===== src/hw/rtl/slap_pkg.sv =====
`timescale 1ns / 1ps
`default_nettype none

package slap_pkg;

  // Defaults for the top level parameters
  localparam int FRAC_BITS_DEF     = 16;
  localparam int CORDIC_STAGES_DEF = 16;

  // Fixed widths
  localparam int COORD_W  = 32;
  localparam int CENTRE_W = 16;
  localparam int GUIDE_W  = 35;
  localparam int CFG_IDX_W = 2;

  // Registers around the micro-rotation stages: input, magnitude, multiply, sum, clip
  localparam int PIPE_EXTRA = 5;

  // Configuration register indexes
  localparam logic [CFG_IDX_W-1:0] REG_SLOPE    = 2'd0;
  localparam logic [CFG_IDX_W-1:0] REG_CENTRE_X = 2'd1;
  localparam logic [CFG_IDX_W-1:0] REG_CENTRE_Y = 2'd2;

  // Gain correction, unsigned Q30
  localparam int GAIN_W     = 30;
  localparam int LO_BITS    = 16;
  localparam int POST_SHIFT = 14;
  localparam logic [46:0] ROUND_BIAS = 47'd1 << 29;

  // Saturation limits
  localparam logic [COORD_W-1:0] SAT_MAX = 32'h7FFF_FFFF;
  localparam logic [COORD_W-1:0] SAT_MIN = 32'h8000_0000;

  // Restoring division, for elaboration-time constants only
  function automatic longint unsigned udiv64(longint unsigned n, longint unsigned d);
    longint unsigned q;
    longint unsigned r;
    q = 64'd0;
    r = 64'd0;
    for (int k = 63; k >= 0; k--) begin
      r = (r << 1) | ((n >> k) & 64'd1);
      if (r >= d) begin
        r = r - d;
        q = q | (64'd1 << k);
      end
    end
    return q;
  endfunction

  // Bitwise integer square root
  function automatic longint unsigned isqrt64(longint unsigned n_in);
    longint unsigned n;
    longint unsigned r;
    longint unsigned b;
    n = n_in;
    r = 64'd0;
    for (int k = 31; k >= 0; k--) begin
      b = 64'd1 << (2 * k);
      if (n >= r + b) begin
        n = n - (r + b);
        r = (r >> 1) + b;
      end else begin
        r = r >> 1;
      end
    end
    return r;
  endfunction

  // Inverse CORDIC gain over the given number of stages, Q30
  function automatic logic [GAIN_W-1:0] inv_gain_q30(int stages);
    longint unsigned q;
    longint unsigned d;
    longint unsigned g;
    q = 64'd1 << 60;
    for (int i = 0; i < stages; i++) begin
      d = (64'd1 << (2 * i)) + 64'd1;
      q = q - udiv64(q, d);
    end
    g = isqrt64(q);
    return g[GAIN_W-1:0];
  endfunction

endpackage

`default_nettype wire


===== src/hw/rtl/slap_scale.sv =====
`timescale 1ns / 1ps
`default_nettype none

module slap_scale
  import slap_pkg::*;
#(
  parameter int DW            = 36,
  parameter int FRAC_BITS     = FRAC_BITS_DEF,
  parameter int CORDIC_STAGES = CORDIC_STAGES_DEF
) (
  input  logic                       clk,
  input  logic                       rst,
  input  logic                       in_valid,
  input  logic signed [DW-1:0]       u,
  input  logic signed [CENTRE_W-1:0] centre,
  output logic                       out_valid,
  output logic        [COORD_W-1:0]  result,
  output logic                       sat
);

  localparam logic [GAIN_W-1:0] GAIN = inv_gain_q30(CORDIC_STAGES);
  localparam int HW = DW - LO_BITS + GAIN_W;
  localparam int SW = DW + 3;

  logic              valid_a, valid_b, valid_c;
  logic              neg_a, neg_b, neg_c;
  logic [DW-1:0]     mag_next, mag_a;
  logic [HW-1:0]     prod_hi;
  logic [46:0]       prod_lo;
  logic [HW:0]       sum_c;
  logic [DW:0]       mag_c;
  logic signed [SW-1:0] mag_s, r_s, c_s, sum_s;
  logic              overflow;
  logic [COORD_W-1:0] result_next;

  assign mag_next = u[DW-1] ? DW'(-u) : DW'(u);
  assign sum_c    = (HW + 1)'(prod_hi) + (HW + 1)'(prod_lo[46:LO_BITS]);

  // Restore the sign, add the centre back and clip
  always_comb begin
    mag_s    = SW'(signed'({1'b0, mag_c}));
    r_s      = neg_c ? -mag_s : mag_s;
    c_s      = SW'(centre) <<< FRAC_BITS;
    sum_s    = r_s + c_s;
    overflow = ~((&sum_s[SW-1:COORD_W-1]) | ~(|sum_s[SW-1:COORD_W-1]));
    if (overflow) begin
      result_next = sum_s[SW-1] ? SAT_MIN : SAT_MAX;
    end else begin
      result_next = sum_s[COORD_W-1:0];
    end
  end

  // Advance the valid bits
  always_ff @(posedge clk) begin
    if (rst) begin
      valid_a   <= 1'b0;
      valid_b   <= 1'b0;
      valid_c   <= 1'b0;
      out_valid <= 1'b0;
    end else begin
      valid_a   <= in_valid;
      valid_b   <= valid_a;
      valid_c   <= valid_b;
      out_valid <= valid_c;
    end
  end

  // Magnitude, split multiply, rounded sum, final result
  always_ff @(posedge clk) begin
    neg_a   <= u[DW-1];
    mag_a   <= mag_next;
    neg_b   <= neg_a;
    prod_hi <= HW'(mag_a[DW-1:LO_BITS]) * HW'(GAIN);
    prod_lo <= 47'(mag_a[LO_BITS-1:0]) * 47'(GAIN) + ROUND_BIAS;
    neg_c   <= neg_b;
    mag_c   <= sum_c[HW:POST_SHIFT];
    result  <= result_next;
    sat     <= overflow;
  end

endmodule

`default_nettype wire


===== config.mk =====
export PLATFORM = sky130hd
export DESIGN_NAME = slap_scale
export DESIGN_NICKNAME = d
export VERILOG_FILES = /design/src/hw/rtl/slap_pkg.sv /design/src/hw/rtl/slap_scale.sv
export SDC_FILE = /design/constraint.sdc
export NUM_CORES = 2
export LEC_CHECK = 0
export BUFFER_PORTS_ARGS = -buffer_cell sky130_fd_sc_hd__buf_2
export CAP_MARGIN = 25
export CORE_ASPECT_RATIO = 0.6
export CORE_MARGIN = 8
export CORE_UTILIZATION = 40
export CTS_CLUSTER_DIAMETER = 30
export DETAILED_ROUTE_END_ITERATION = 12
export PLACE_DENSITY_LB_ADDON = 0.2
export SETUP_SLACK_MARGIN = 0.4
export SLEW_MARGIN = 10
export SYNTH_ARGS = -nofsm -noshare
export SYNTH_HDL_FRONTEND = slang
export SYNTH_SLANG_ARGS = --single-unit

===== constraint.sdc =====
create_clock -name clk -period 9.9 [get_ports clk]
set_clock_uncertainty 0.15 [all_clocks]
set_input_delay 1.98 -clock clk [delete_from_list [all_inputs] [get_ports clk]]
set_output_delay 1.98 -clock clk [all_outputs]
set_load 0.03 [all_outputs]

# After elaboration in Yosys (flattened, before gate mapping)
# Cells that the tools add are included.
# Widths: inputs -> output; s select.
# classes
n_addsub	5
n_mul	2
mux	4
bitwise	3
reduce_logical	2
# ops
cell	n
$mux 32	2
$add 50x31->51	1
$mul 20x29->49 const B	1
$add 46x30->47 const B	1
$mul 16x29->45 const B	1
$add 39x32->39	1
$mux 39	1
$neg 37->39	1
$neg 36->36	1
$mux 35	1
$reduce_and 8->1	1
$reduce_or 8->1	1
$not 1->1	2
$or 1x1->1	1
# word_totals
ff_bits	209
in_bits	55
wordCells	30

# Longest topological paths before layout
# logic_depth
word_depth	7
depth_mapped	27

# Least setup slack after synthesis
# OpenSTA, ideal clock, no wires.
# synth_path
kind	register -> register
start	register mag_a[5]
end	register prod_lo[45]
setup_time_ns	0.123
arrival_time_ns	6.666
path_slack_ns	2.961
stages_incl_launch_ff	28
synth_period_minus_slack_ns	6.939
cell_sequence	dfxtp_1 inv_1 ha_1 inv_1 fa_1 inv_1 fa_1 inv_1 fa_1 inv_1 fa_1 fa_1 inv_1 ha_1 o211ai_1 nor2_1 a211oi_1 o21ai_0 nor2_1 o41ai_1 xor2_1 ha_1 nand3_1 or2_0 clkbuf_1 a2111oi_0 a211oi_1 xnor2_1
# synth_via
elab_chain_len	2
# synth_rtl
element	line	source
start: declaration	slap_scale.sv:27	logic [DW-1:0] mag_next, mag_a;
start signal: assignment	slap_scale.sv:71	mag_a <= mag_next;
$mul 16x29->45	slap_scale.sv:74	prod_lo <= 47'(mag_a[LO_BITS-1:0]) * 47'(GAIN) + ROUND_BIAS;
$add 46x30->47	slap_scale.sv:74	
end signal: assignment	slap_scale.sv:74	
end: declaration	slap_scale.sv:29	logic [46:0] prod_lo;
# No other way between the ends.
# A chain may end at the register's enable or synchronous reset.

# Final worst setup path
# Same ends and word-level chain as after synthesis.

==> metrics.md <==
| Metric | Value |
|---|---|
| Status | `complete, no violations` |
| Layout Utilization | `43.7%` |
| Post-CTS Setup Bufs | `0` |
| Clk buf depth | `2` |
| Multi-input logic area | `20600 sq um` |
| EDFF count, synth | `0` |
| Die area | `76300 sq um` |
| M2 GR Usage | `24.1%` |
| Clock H-tree levels | `4` |
| Final Hold Fails | `0` |
| Max Fclk | `0.119 GHz` |
| Critical path class | `flop to flop` |
| Seq/Total Area, Yosys | `14.3%` |
| Critical path arrival | `8.63 ns` |
| Share of layout cells above drive strength 1 | `6.12%` |
| Sink Count | `192` |
| PostCTS Resize Cnt | `0` |
| Post-synthesis cell count | `2768` |
| Layout fillers | `6545` |
| Worst EP required | `10.10 ns` |
| Initial antenna violation count | `4` |
| # DRC | `0` |
| Post-DP HPWL | `between 70000 and 80000 um` |
| Synth Area per Inst | `9.74 sq um` |
| Total GRT Usage | `22.2%` |
| Inserted Clock Buffers | `17` |
| Synth Register Bits | `approximately 190` |
| # nets final | `3740` |
| Setup crit end kind | `flop` |
| Inserted Diodes | `0` |
| # IOs | `between 80 and 90` |
| Die Ht | `approximately 220 um` |
| Least-Margin Pin Slew | `0.936 ns` |
| Die Wd | `351 um` |
| Final ANT Viol Nets | `0` |
| Synth-to-layout area growth | `7.74%` |
| TNS Setup | `0 ns` |
| Post-synth top flop | `dfxtp_1` |
| First-pass GRT wire length | `about 130000 um` |
| Buffers on Ports | `88` |
| Cts hold-fix bufs | `0` |
| Vias in the first global route | `roughly 20000` |
| RSZ-0062 raised after global routing | `false` |
| Slew headroom | `between 30% and 40%` |
| Final Max Tran Viols | `0` |
| GRT Max-Usage Layer | `met1` |
| Final min period | `8.43 ns` |
| HP Class | `flop to flop` |
| Met3 GRT Util | `between 10% and 20%` |
| Clk_lat worst skew | `0.49 ns` |
| Routability Congestion | `1.01` |
| Max cap viols | `0` |
| Crit path max fanout | `9` |
| Met1 Resource Use GR | `37.6%` |
| Core area | `66500 sq um` |
| Drt wl/cell | `22.6 um` |
| R2r startpoint | `mag_a[5]$_DFF_P_` |
| DRT Wirelength | `85000 um` |
| Final setup vio count | `0` |
| Number of DRC markers in iteration 0 | `1856` |
| Initial Util | `40.6%` |
| 1st-pass router iterations | `5` |
| Net Count, Synth | `3662` |
| Largest net degree at the start of global routing | `39` |
| Vias per cell | `5.23` |
| Clock Tree Root | `clkbuf_16` |
| Row count | `73` |
| Final period util | `85.2%` |
| Synthesized area | `27000 sq um` |
| Post-Layout Cell Count | `approximately 3800` |
| Storage cell area | `3840 sq um` |
| Synth async-reset ratio | `0%` |
| Routed via count | `19700` |
| Worst setup path startpoint | `mag_a[5]$_DFF_P_` |
| Congestion Overflow GR | `0` |
| CTS clock-pin slew for the worst setup and hold paths | `approximately 0.10 ns` |
| Yosys cell types | `84` |
| Hold path startpoint | `neg_a$_DFF_P_` |
| Post-placement cell count | `3727` |
| Ys Warns | `0` |
| CTS tree | `built` |
| Setup crit start kind | `flop` |
## cell usage after synthesis (all sizes together), types with 3 or more instances
cell | n | share of area (%)
or2 | 13 | 0.30
nand3 | 43 | 0.80
o31a | 4 | 0.13
ha | 423 | 20
o21bai | 24 | 0.67
nor3 | 35 | 0.71
a21oi | 112 | 2.1
nand4b | 5 | 0.16
a31o | 5 | 0.16
inv | 625 | 8.7
nor2 | 78 | 1.1
nor4 | 10 | 0.31
dfxtp | 192 | 14
a2111oi | 6 | 0.22
and2 | 8 | 0.19
fa | 416 | 31
a221o | 3 | 0.11
or4 | 9 | 0.29
a211oi | 13 | 0.36
nand4 | 24 | 0.58
o2111a | 3 | 0.13
mux2i | 4 | 0.15
nand2b | 29 | 0.68
nor2b | 21 | 0.49
o31ai | 31 | 0.94
or3 | 22 | 0.55
clkbuf | 25 | 0.35
xnor2 | 150 | 4.9
and4 | 5 | 0.16
buf | 8 | 0.23
and3 | 20 | 0.46
nand2 | 99 | 1.4
xor2 | 58 | 1.9
a21o | 62 | 1.7
a41oi | 4 | 0.13
a31oi | 13 | 0.30
o41ai | 7 | 0.26
o21ai | 112 | 2.2
o21a | 14 | 0.39
o211ai | 3 | 0.083
## routing by layer
layer	up-vias	wire [um]
met1	9733	46500
li1	9118	-
met4	0	262
met3	21	11900
met2	781	26400
met5	-	0
## cell usage in the layout, fill, tap and decap left out, types with 58 or more instances in the layout
cell	instances
nand2_1	97
fa_1	416
a21oi_1	112
buf_2	88
ha_1	423
o21ai_0	91
xor2_1	58
inv_1	624
dfxtp_1	192
xnor2_1	150
a21o_1	62
nor2_1	78
## cell type report
type	instances	share of cell area, %
well taps	900	3.88
inverters	625	8.07
flip-flops and latches	192	13.2
repair buffers	92	1.62
clock inverters	14	0.715
clock buffers	18	1.51
multi-input cells	1918	71.0
## cell families after synthesis
group | after synthesis | synth area share, %
fa+ha+maj | 839 | 50.5
buf+inv | 658 | 9.28
compound gates | 436 | 10.5
simple gates | 431 | 8.52
xor+xnor | 208 | 6.75
flops | 192 | 14.3
mux | 4 | 0.148
## path summary, 6_finish.rpt
check             slack, ns                   to  cells past startpoint
setup / recovery       1.47  prod_lo[45]$_DFF_P_                     26
hold / removal         0.16        neg_b$_DFF_P_                      0
setup reg to reg       1.47  prod_lo[45]$_DFF_P_                     26
hold reg to reg        0.16        neg_b$_DFF_P_                      0
## registers in the layout, summed over array words and instances, names as in the netlist
| name | flops |
|---|---|
| prod_hi | 49 |
| mag_c | 37 |
| mag_a | 36 |
| result | 32 |
| prod_lo | 30 |
| neg_a | 1 |
| neg_b | 1 |
| neg_c | 1 |
| out_valid | 1 |
| sat | 1 |
| valid_a | 1 |
| valid_b | 1 |
| valid_c | 1 |
## stage by stage
| step | hold WS (ns) | area (sq um) | worst slack, ns |
|---|---|---|---|
| 5_1_grt | 0.168 | 29100 | 1.06 |
| 2_1_floorplan | 0.160 | 27000 | 2.96 |
| 3_3_place_gp | 0.164 | 28400 | 2.04 |
| 3_5_place_dp | 0.162 | 28400 | 1.67 |
| 6_report | 0.156 | 29100 | 1.47 |
| 4_1_cts | 0.155 | 29100 | 1.63 |
## worst max-delay path: stages (launching register included)
cell	delay (ns)
dfxtp_1	0.62
inv_1	0.09
ha_1	0.39
inv_1	0.15
fa_1	0.62
inv_1	0.08
fa_1	0.48
inv_1	0.05
fa_1	0.48
inv_1	0.06
fa_1	0.50
fa_1	0.55
inv_1	0.05
ha_1	0.32
o211ai_1	0.11
nor2_1	0.06
a211oi_1	0.79
o21ai_0	0.38
nor2_1	0.34
o41ai_1	0.16
xor2_1	0.31
ha_1	0.29
nand3_1	0.12
or2_0	0.34
a2111oi_0	0.54
a211oi_1	0.12
xnor2_1	0.15
Power is left out: the tool's default activity adds up to more than one toggle a clock period on the data nets, which glitch-free logic cannot reach.
