## config.mk

```make
export PLATFORM = sky130hd
export DESIGN_NAME = slap_cordic_stage
export DESIGN_NICKNAME = d
export VERILOG_FILES = /design/src/hw/rtl/slap_pkg.sv /design/src/hw/rtl/slap_cordic_stage.sv
export SDC_FILE = /design/constraint.sdc
export NUM_CORES = 1
export LEC_CHECK = 0
export BUFFER_PORTS_ARGS = -buffer_cell sky130_fd_sc_hd__buf_2
export CELL_PAD_IN_SITES_DETAIL_PLACEMENT = 2
export CELL_PAD_IN_SITES_GLOBAL_PLACEMENT = 2
export CORE_MARGIN = 1.5
export CORE_UTILIZATION = 34
export CTS_CLUSTER_DIAMETER = 200
export DETAILED_ROUTE_END_ITERATION = 10
export PLACE_DENSITY_LB_ADDON = 0.1
export SLEW_MARGIN = 20
export SYNTH_ARGS = -nofsm -noshare
export SYNTH_HDL_FRONTEND = slang
export SYNTH_SLANG_ARGS = --single-unit
```

## constraint.sdc

```tcl
create_clock -name clk -period 3.6 [get_ports clk]
set_clock_uncertainty 0.1 [all_clocks]
set_input_delay 0.18 -clock clk [delete_from_list [all_inputs] [get_ports clk]]
set_output_delay 0.18 -clock clk [all_outputs]
set_load 0.01 [all_outputs]
```

## src/hw/rtl/slap_pkg.sv

```systemverilog
`timescale 1ns / 1ps
`default_nettype none

package slap_pkg;

  // Defaults for the top level parameters
  localparam int FRAC_BITS_DEF     = 16;
  localparam int CORDIC_STAGES_DEF = 16;

  // Fixed widths
  localparam int COORD_W  = 32;
  localparam int CENTRE_W = 16;
  localparam int GUIDE_W  = 35;
  localparam int CFG_IDX_W = 2;

  // Registers around the micro-rotation stages: input, magnitude, multiply, sum, clip
  localparam int PIPE_EXTRA = 5;

  // Configuration register indexes
  localparam logic [CFG_IDX_W-1:0] REG_SLOPE    = 2'd0;
  localparam logic [CFG_IDX_W-1:0] REG_CENTRE_X = 2'd1;
  localparam logic [CFG_IDX_W-1:0] REG_CENTRE_Y = 2'd2;

  // Gain correction, unsigned Q30
  localparam int GAIN_W     = 30;
  localparam int LO_BITS    = 16;
  localparam int POST_SHIFT = 14;
  localparam logic [46:0] ROUND_BIAS = 47'd1 << 29;

  // Saturation limits
  localparam logic [COORD_W-1:0] SAT_MAX = 32'h7FFF_FFFF;
  localparam logic [COORD_W-1:0] SAT_MIN = 32'h8000_0000;

  // Restoring division, for elaboration-time constants only
  function automatic longint unsigned udiv64(longint unsigned n, longint unsigned d);
    longint unsigned q;
    longint unsigned r;
    q = 64'd0;
    r = 64'd0;
    for (int k = 63; k >= 0; k--) begin
      r = (r << 1) | ((n >> k) & 64'd1);
      if (r >= d) begin
        r = r - d;
        q = q | (64'd1 << k);
      end
    end
    return q;
  endfunction

  // Bitwise integer square root
  function automatic longint unsigned isqrt64(longint unsigned n_in);
    longint unsigned n;
    longint unsigned r;
    longint unsigned b;
    n = n_in;
    r = 64'd0;
    for (int k = 31; k >= 0; k--) begin
      b = 64'd1 << (2 * k);
      if (n >= r + b) begin
        n = n - (r + b);
        r = (r >> 1) + b;
      end else begin
        r = r >> 1;
      end
    end
    return r;
  endfunction

  // Inverse CORDIC gain over the given number of stages, Q30
  function automatic logic [GAIN_W-1:0] inv_gain_q30(int stages);
    longint unsigned q;
    longint unsigned d;
    longint unsigned g;
    q = 64'd1 << 60;
    for (int i = 0; i < stages; i++) begin
      d = (64'd1 << (2 * i)) + 64'd1;
      q = q - udiv64(q, d);
    end
    g = isqrt64(q);
    return g[GAIN_W-1:0];
  endfunction

endpackage

`default_nettype wire

```

## src/hw/rtl/slap_cordic_stage.sv

```systemverilog
`timescale 1ns / 1ps
`default_nettype none

module slap_cordic_stage
  import slap_pkg::*;
#(
  parameter int SHIFT = 0,
  parameter int DW    = 36
) (
  input  logic                      clk,
  input  logic                      rst,
  input  logic                      in_valid,
  input  logic signed [GUIDE_W-1:0] g_in,
  input  logic signed [GUIDE_W-1:0] h_in,
  input  logic signed [DW-1:0]      u_in,
  input  logic signed [DW-1:0]      v_in,
  output logic                      out_valid,
  output logic signed [GUIDE_W-1:0] g_out,
  output logic signed [GUIDE_W-1:0] h_out,
  output logic signed [DW-1:0]      u_out,
  output logic signed [DW-1:0]      v_out
);

  logic                      dir;
  logic signed [GUIDE_W-1:0] gs, hs, g_next, h_next;
  logic signed [DW-1:0]      us, vs, u_next, v_next;

  // Drive the guide toward the x axis and turn the point the same way
  always_comb begin
    dir = ~h_in[GUIDE_W-1];
    gs  = g_in >>> SHIFT;
    hs  = h_in >>> SHIFT;
    us  = u_in >>> SHIFT;
    vs  = v_in >>> SHIFT;
    if (dir) begin
      g_next = g_in + hs;
      h_next = h_in - gs;
      u_next = u_in + vs;
      v_next = v_in - us;
    end else begin
      g_next = g_in - hs;
      h_next = h_in + gs;
      u_next = u_in - vs;
      v_next = v_in + us;
    end
  end

  // Advance the valid bit
  always_ff @(posedge clk) begin
    if (rst) begin
      out_valid <= 1'b0;
    end else begin
      out_valid <= in_valid;
    end
  end

  // Hold the vectors of the request in flight
  always_ff @(posedge clk) begin
    if (in_valid) begin
      g_out <= g_next;
      h_out <= h_next;
      u_out <= u_next;
      v_out <= v_next;
    end
  end

endmodule

`default_nettype wire

```

* After elaboration in Yosys (flattened, before gate mapping)
Cells that the tools add are included.
Storage, ports and cells: latch bits 0, register bits 143, memory bits (read-only) 0, memories 0, bits of input ports 145, output and inout port bits 143, memory bits (writable) 0, logic and storage cells 15
Operators by class: multiplexer cells 4, $mul 0, shift-type cells 0, order comparisons 0, add/subtract/negate cells 6, bitwise gates (word level) 0, equality and inequality tests 0, div/mod/pow operators 0, reduce and logical (&&, ||, !) cells 0
Operators with widths (count):
- two-way mux 36 bit | 2
- subtractor 36 bit | 2
- two-way mux 35 bit | 2
- subtractor 35 bit | 2
- adder 36 bit | 1
- adder 35 bit | 1

* Logic depth before layout (Yosys ltp)
Gate-level depths: netlist (run 1).
depth after elaboration 2, depth in mapped cells 13, mapped depth without buffers 12

* Worst setup path after synthesis (run 1)
Ideal clock, no wire load.
path kind input -> register, start input port u_in[0], end register v_out[34], data pin, stages on the path 11, data required time 3.236 ns, library setup time 0.264 ns, path slack 0.745 ns, path buffers 0, arrival 2.492 ns, cell sequence ha_1 > fa_1 > nor2b_1 > o211ai_1 > a21oi_1 > o31ai_2 > o21ai_2 > a211oi_4 > o22ai_1 > a221oi_1 > xnor2_1
Between the ends: word-level cells in the longest chain between the ends 2, elaborated cells between the ends (all ways) 3, classes of those cells add/sub: 2; mux: 1
Ends and longest elaborated chain:
- from (decl) | line slap_cordic_stage.sv:15 | input logic signed [DW-1:0] u_in,
- subtractor 36 bit or adder 36 bit (tied branches) | line slap_cordic_stage.sv:39, slap_cordic_stage.sv:44
- two-way mux 36 bit (*) | line slap_cordic_stage.sv:35 | if (dir) begin
- via v_next[34] | line slap_cordic_stage.sv:26 | logic signed [DW-1:0] us, vs, u_next, v_next;
- to (signal assigned) | line slap_cordic_stage.sv:63 | v_out <= v_next;
- to (decl) | line slap_cordic_stage.sv:21 | output logic signed [DW-1:0] v_out
The timed path passes the listed nets; every way through them passes the cells marked *. A chain may end at the register's enable or synchronous reset.

* Worst setup path in the final report (run 1)
start input port v_in[0], end register u_out[34], data pin
Between the ends: word-level cells in the longest chain between the ends 2, elaborated cells between the ends (all ways) 3, classes of those cells add/sub: 2; mux: 1
Ends and longest elaborated chain:
- from (decl) | line slap_cordic_stage.sv:16 | input logic signed [DW-1:0] v_in,
- adder 36 bit or subtractor 36 bit (tied branches) | line slap_cordic_stage.sv:38, slap_cordic_stage.sv:43
- two-way mux 36 bit (*) | line slap_cordic_stage.sv:35
- via u_next[34] | line slap_cordic_stage.sv:26
- to (signal assigned) | line slap_cordic_stage.sv:62 | u_out <= u_next;
- to (decl) | line slap_cordic_stage.sv:20 | output logic signed [DW-1:0] u_out,
Marked as above.

==> impl_metrics.tcl, run 1 <==
set metrics [dict create \
    grt-busiest-layer "met2" \
    synth-seq-cells 141 \
    hold_viol 0 \
    mostFrequentLayoutCells "buf_2 (285), a21oi_1 (250), inv_1 (209), ha_1 (207), nor2_1 (176)" \
    synthesis.nets 2401 \
    synth_top_area_share_pct 25.3 \
    grt_max_degree 73 \
    hp-class "input pin to flop" \
    fin_crit_sh_pct 96.7 \
    critPathLaunchType "input pin" \
    setup_viol 0 \
    final_cells 2995 \
    syn_inst 2043 \
    hp-start "in_valid" \
    place_inst 2954 \
    fin_util_pct 41.5 \
    start_util_pct 34.7 \
    ir_drop_mv 0.286 \
    grt_pass1_wl_um 110000 \
    clk_pin_slew_ns 0.07 \
    vias 16900 \
    grt_pass1_vias 18600 \
    rsz0062_at_grt "no" \
    avgSynthCellArea_sq_um 8.14 \
    clk_path_buf_depth 2 \
    cts_sinks 141 \
    tightest_slew_ns 0.760 \
    drt-initial-drc-count 935 \
    syn_area_sq_mm 0.0166 \
    drc 0 \
    yosysWarnings 0 \
    worstPathArrival_ns 3.63 \
    powerDensity_mw_per_mm2 379 \
    clkPwrFrac_pct 26.2 \
    place.gp.congestion 0.923 \
    h-tree-depth 4 \
    ios 288 \
    async_flop_share_pct 0 \
    dp_hpwl_um 58900 \
    fp.dieH_um 224 \
    via_per_inst 5.65 \
    synth_seq_area_share_pct 25.4 \
    numPortBuffers 287 \
    track_usage_pct 28.6 \
    synth_edf_count 140 \
    pwr-share-comb_pct 43.5 \
    area_growth_pct 19.8 \
    worstPathMaxFanout 4 \
    synth_top_cell_by_area "edfxtp_1" \
    use_met2_pct 49.5 \
    placementRows 80 \
    status "completed" \
    antenna_found_initial 7 \
    slew_headroom_pct 48.7 \
    grt-ovfl-total 0 \
    p_sw_mw 2.98 \
    setup.worst_path.class "input pin to flop" \
    layout-drive-gt1-share_pct 20.0 \
    layout_commonest_cell "buf_2" \
    antenna_left 0 \
    required_ns 3.75 \
    die_area_sq_mm 0.0502 \
    cts_tree "done" \
    hold_depth 1 \
    hold_end "g_out[24]" \
    die_w_um 224 \
    swShare_pct 39.5 \
    fin_tns_setup_ns 0 \
    synth_cell_types 95 \
    gr-usage-met1_pct 35.3 \
    drt-total-wl_um 72000 \
    core_area_sq_mm 0.0479 \
    p_leak_nw 8.86 \
    synthTopCellsByArea "edfxtp_1 (25%), ha_1 (16%), a21oi_1 (7.6%)" \
    endpoint_kind "flop" \
    grtUsageMet3_pct 4.46 \
    avgRoutedWirePerCell_um 24.0 \
    p_int_mw 4.57 \
    seqPwrFrac_pct 30.3 \
    drv_cap 0 \
    min_period_ns 3.48 \
    drt-pass1-iter-count 5 \
    numCtsBuffers 17 \
    root_buffer "clkbuf_16" \
    fmax_ghz 0.287 \
    slew_violations 0 \
    synth_ff_type "edfxtp_1" \
    final_nets 2722 \
]
-- logic make-up after synthesis --
kind of cell             Yosys count  share of synthesized area [%]
AO/OA/AOI/OAI                    719                           27.8
AND/OR/NAND/NOR                  489                           14.0
buffers and inverters            316                           7.54
adder cells (fa/ha/maj)          213                           16.3
flip-flops                       141                           25.4
XOR/XNOR                         134                           7.06
multiplexers                      31                           1.87
-- worst max-delay path by stage --
| stage | from | end | slack [ns] |
|---|---|---|---|
| after floorplan | u_in[0] | v_out[34] | 0.74 |
| after global placement | v_in[0] | v_out[34] | 0.08 |
| after detailed placement | g_in[1] | h_out[27] | -0.03 |
| after CTS | v_in[0] | v_out[34] | 0.02 |
| after global routing | v_in[0] | u_out[34] | 0.005 |
| final | v_in[0] | u_out[34] | 0.12 |
-- state kept, by name, summed over array words and instances (netlist names) --
signal     cells
h_out         35
u_out         36
v_out         35
out_valid      1
g_out         34
-- stage by stage --
step	hold slack [ns]	setup slack (ns)	total power [mW]	instance area, sq um
5_1_grt	0.0864	0.00502	7.93	19900
3_5_place_dp	0.243	-0.0264	5.57	19200
6_report	0.0712	0.120	7.56	19900
3_3_place_gp	0.243	0.0810	5.48	19200
4_1_cts	0.0482	0.0205	7.59	19900
2_1_floorplan	0.152	0.745	4.18	16600
-- layer usage --
| metal | routed length [um] | part of all wire (%) |
|---|---|---|
| met1 | 31300 | 43 |
| met2 | 35300 | 49 |
| met3 | 2640 | 3.7 |
| met4 | 2740 | 3.8 |
| met5 | 39 | 0.054 |
-- synthesized netlist by cell type (32+ instances only) --
| cell | instances |
|---|---|
| nand3_1 | 32 |
| nor3_1 | 39 |
| o21ai_0 | 150 |
| a21oi_1 | 251 |
| edfxtp_1 | 140 |
| xnor2_1 | 125 |
| nand2_1 | 96 |
| ha_1 | 207 |
| o21bai_1 | 47 |
| nor2_1 | 176 |
| inv_1 | 210 |
| clkbuf_1 | 55 |
| a21o_1 | 37 |
-- area by class of cell --
class,instances,area [sq um]
Antenna cell,3,7.51
Clock buffer,21,440
Clock inverter,11,166
Fill cell,5565,28000
Inverter,217,815
Multi-Input combinational cell,1586,11200
Sequential cell,141,4220
Tap cell,615,769
Timing Repair Buffer,401,2330
-- repair_timing --
item / 4_1_cts / 5_1_grt
hold buffers: 4 / 0
endpoints found under the setup margin: 0 / 3
buffers inserted: 0 / 2
resized for setup: 0 / 5
hold endpoints to repair: 5 / 0
-- power by group through the flow --
stage	clock, mW	sequential [mW]	combinational [mW]
2_1_floorplan	0	2.45	1.73
3_3_place_gp	0	2.31	3.17
3_5_place_dp	0	2.33	3.24
4_1_cts	2.02	2.29	3.28
5_1_grt	2.06	2.31	3.56
6_report	1.98	2.29	3.29
-- critical path, stage by stage --
cell and delay (ns):
dlygate4sd3_1 0.53, buf_2 0.14, ha_1 0.25, fa_1 0.45, nor2b_1 0.17, o211ai_1 0.28
a21oi_1 0.16, o31ai_2 0.24, buf_4 0.16, o21ai_2 0.10, a211oi_4 0.37, o22ai_1 0.18
o31ai_1 0.30, xnor2_1 0.11
Power figures use the tool's default switching activity.
==> inputs of run 2 (changes only) <==
--- a/config.mk
+++ b/config.mk
@@ -9,7 +9,7 @@
 export CELL_PAD_IN_SITES_DETAIL_PLACEMENT = 2
 export CELL_PAD_IN_SITES_GLOBAL_PLACEMENT = 2
 export CORE_MARGIN = 1.5
-export CORE_UTILIZATION = 34
+export CORE_UTILIZATION = 31
 export CTS_CLUSTER_DIAMETER = 200
 export DETAILED_ROUTE_END_ITERATION = 10
 export PLACE_DENSITY_LB_ADDON = 0.1
==> constraint.sdc (replaced) <==
create_clock -name clk -period 3.2 [get_ports clk]
set_clock_uncertainty 0.1 [all_clocks]
set_input_delay 0.16 -clock clk [delete_from_list [all_inputs] [get_ports clk]]
set_output_delay 0.16 -clock clk [all_outputs]
set_load 0.01 [all_outputs]
==> run 2 against run 1 <==
Compared with the run above:
- wire length increased by 6.2%
- combinational power rose by 22%
- design area up 7.8%
- non-clock buffer count is 190 higher
- first-iteration DRC count is 0.43% higher
- clock-buffer cell count decreased by 4
- worst setup slack improved by 0.098 ns
- total power grew 19%
- final cell count up 8.8%
- sequential share of layout area fell by 1.5 points
- global-route usage decreased by 0.97 points
- sequential power grew 13%
- largest cell class unchanged
- the flow now finishes with violations (DRC)
==> impl_metrics.tcl, run 2 (synthesis gave the netlist of run 1 again) <==
set metrics [dict create \
    drv_cap 0 \
    power.total_mw 8.96 \
    grt_pass1_wl_um 115000 \
    ios 288 \
    min_period_ns 2.98 \
    fill_cells 6188 \
    start_util_pct 31.5 \
    cts_tree "done" \
    antenna_left 0 \
    hp-class "input pin to flop" \
    worstPathArrival_ns 3.12 \
    grt_pass1_vias 19300 \
    dp_hpwl_um 63500 \
    core_area_sq_mm 0.0528 \
    h-tree-depth 4 \
    final_nets 2912 \
    die_w_um 235 \
    fin_tns_setup_ns 0 \
    die_area_sq_mm 0.0550 \
    grt_max_degree 74 \
    clk_pin_slew_ns 0.07 \
    fmax_ghz 0.335 \
    slowest_delay_ns 0.55 \
    avgRoutedWirePerCell_um 23.5 \
    p_leak_nw 9.79 \
    fin_crit_sh_pct 93.2 \
    vias 17700 \
    numCtsBuffers 17 \
    status "complete, but fails checks" \
    rsz0062_at_grt "no" \
    slew_violations 0 \
    layout_commonest_cell "buf_4" \
    area_growth_pct 29.1 \
    endpoint_kind "flop" \
    largest_reg_flops 36 \
    worstPathMaxFanout 3 \
    multiInputGateArea_sq_mm 0.0112 \
    reg.largest.list "u_out (36), h_out (35), v_out (35)" \
    drt-pass1-iter-count 8 \
    place.gp.congestion 0.909 \
    setup_viol 0 \
    fp.dieH_um 235 \
    layout-drive-gt1-share_pct 25.9 \
    drt-total-wl_um 76500 \
    drc 13 \
    via_per_inst 5.42 \
    hold_end "h_out[15]" \
    powerDensity_mw_per_mm2 417 \
    hold_depth 1 \
    drt-initial-drc-count 939 \
    violations "DRC" \
    critPathLaunchType "input pin" \
    post_cts_buffers 0 \
    tightest_slew_ns 0.917 \
    numPortBuffers 287 \
    ir_drop_mv 0.399 \
    mostFrequentLayoutCells "buf_4 (299), buf_2 (285), a21oi_1 (251), inv_1 (209), ha_1 (207)" \
    placementRows 84 \
    track_usage_pct 27.7 \
    antenna_found_initial 6 \
    regMostFlops "u_out" \
    regArea_sq_mm 0.00422 \
    grt-ovfl-total 0 \
    setup.worst_path.class "input pin to flop" \
    slowest_stage "o41ai_1" \
    worstPathCellList "buf_2 -> buf_4 -> ha_1 -> fa_1 -> nor2b_1 -> o2111a_1 -> nor3_1 -> o2bb2ai_1 -> o21a_1 -> o41ai_1 -> nand2b_1 -> a221oi_1 -> xnor2_1" \
    slew_headroom_pct 38.9 \
    required_ns 3.34 \
    hp-start "in_valid" \
    cts_sinks 141 \
    root_buffer "clkbuf_16" \
    hold_viol 0 \
    clk_path_buf_depth 2 \
]
==> run 2: area by class of cell <==
cell class / instances / area share [%]
inverter: 217 / 3.79
tap: 688 / 4.01
multi-input combinational: 1586 / 52.0
clock buffer: 17 / 1.98
clock inverter: 14 / 1.04
antenna: 4 / 0.0466
timing repair buffer: 591 / 17.5
sequential: 141 / 19.7
==> run 2: worst max-delay path by stage <==
stage               depth (start not counted)     start  slack [ns]        end
floorplan                                  11   u_in[0]        0.36  v_out[34]
CTS                                        14  u_in[10]        0.27  u_out[29]
global route                               13   u_in[0]        0.09  v_out[34]
global placement                           14  u_in[10]       -0.22  u_out[29]
finish                                     13   u_in[0]        0.22  v_out[34]
detailed placement                         14  u_in[10]       -0.29  u_out[29]
==> run 2: worst max-delay path, delay by kind of cell <==
kind / cells / cell delay, ns
buffers and inverters: 2 / 0.26
and+or+nand+nor: 3 / 0.39
xor gates and xnor gates: 1 / 0.11
AOI/OAI and AO/OA: 5 / 1.58
adders and majority gates: 2 / 0.61
==> run 2: power breakdown <==
group	leakage, nW	total, mW	switching, mW	internal (mW)
Clock	0.317	2.34	0.896	1.44
Sequential	1.38	2.59	0.117	2.47
Combinational	8.10	4.03	2.40	1.63
==> run 2: per-stage QoR <==
stage,hold slack [ns],instances,worst slack [ns],utilization (%),area (sq um)
3_3_place_gp,0.217,3219,-0.222,39.3,20800
3_5_place_dp,0.222,3219,-0.289,39.3,20800
5_1_grt,0.0411,3258,0.0943,40.7,21500
6_report,0.0436,3258,0.218,40.7,21500
4_1_cts,0.0151,3254,0.274,40.7,21400
2_1_floorplan,0.132,2043,0.365,-,16600
==> run 2: what timing repair did <==
| action | CTS | global route |
|---|---|---|
| endpoints found under the hold margin | 5 | 0 |
| setup endpoints to repair | 0 | 2 |
| hold buffers | 4 | 0 |
| resized for setup | 0 | 1 |
==> run 2: per-layer routing <==
layer,GRT usage [%],up-vias,part of all wire [%]
li1,-,8321,-
met1,33.3,8916,43
met2,50.6,339,52
met3,3.57,94,3.0
met4,8.82,4,2.6
met5,0,-,0.029
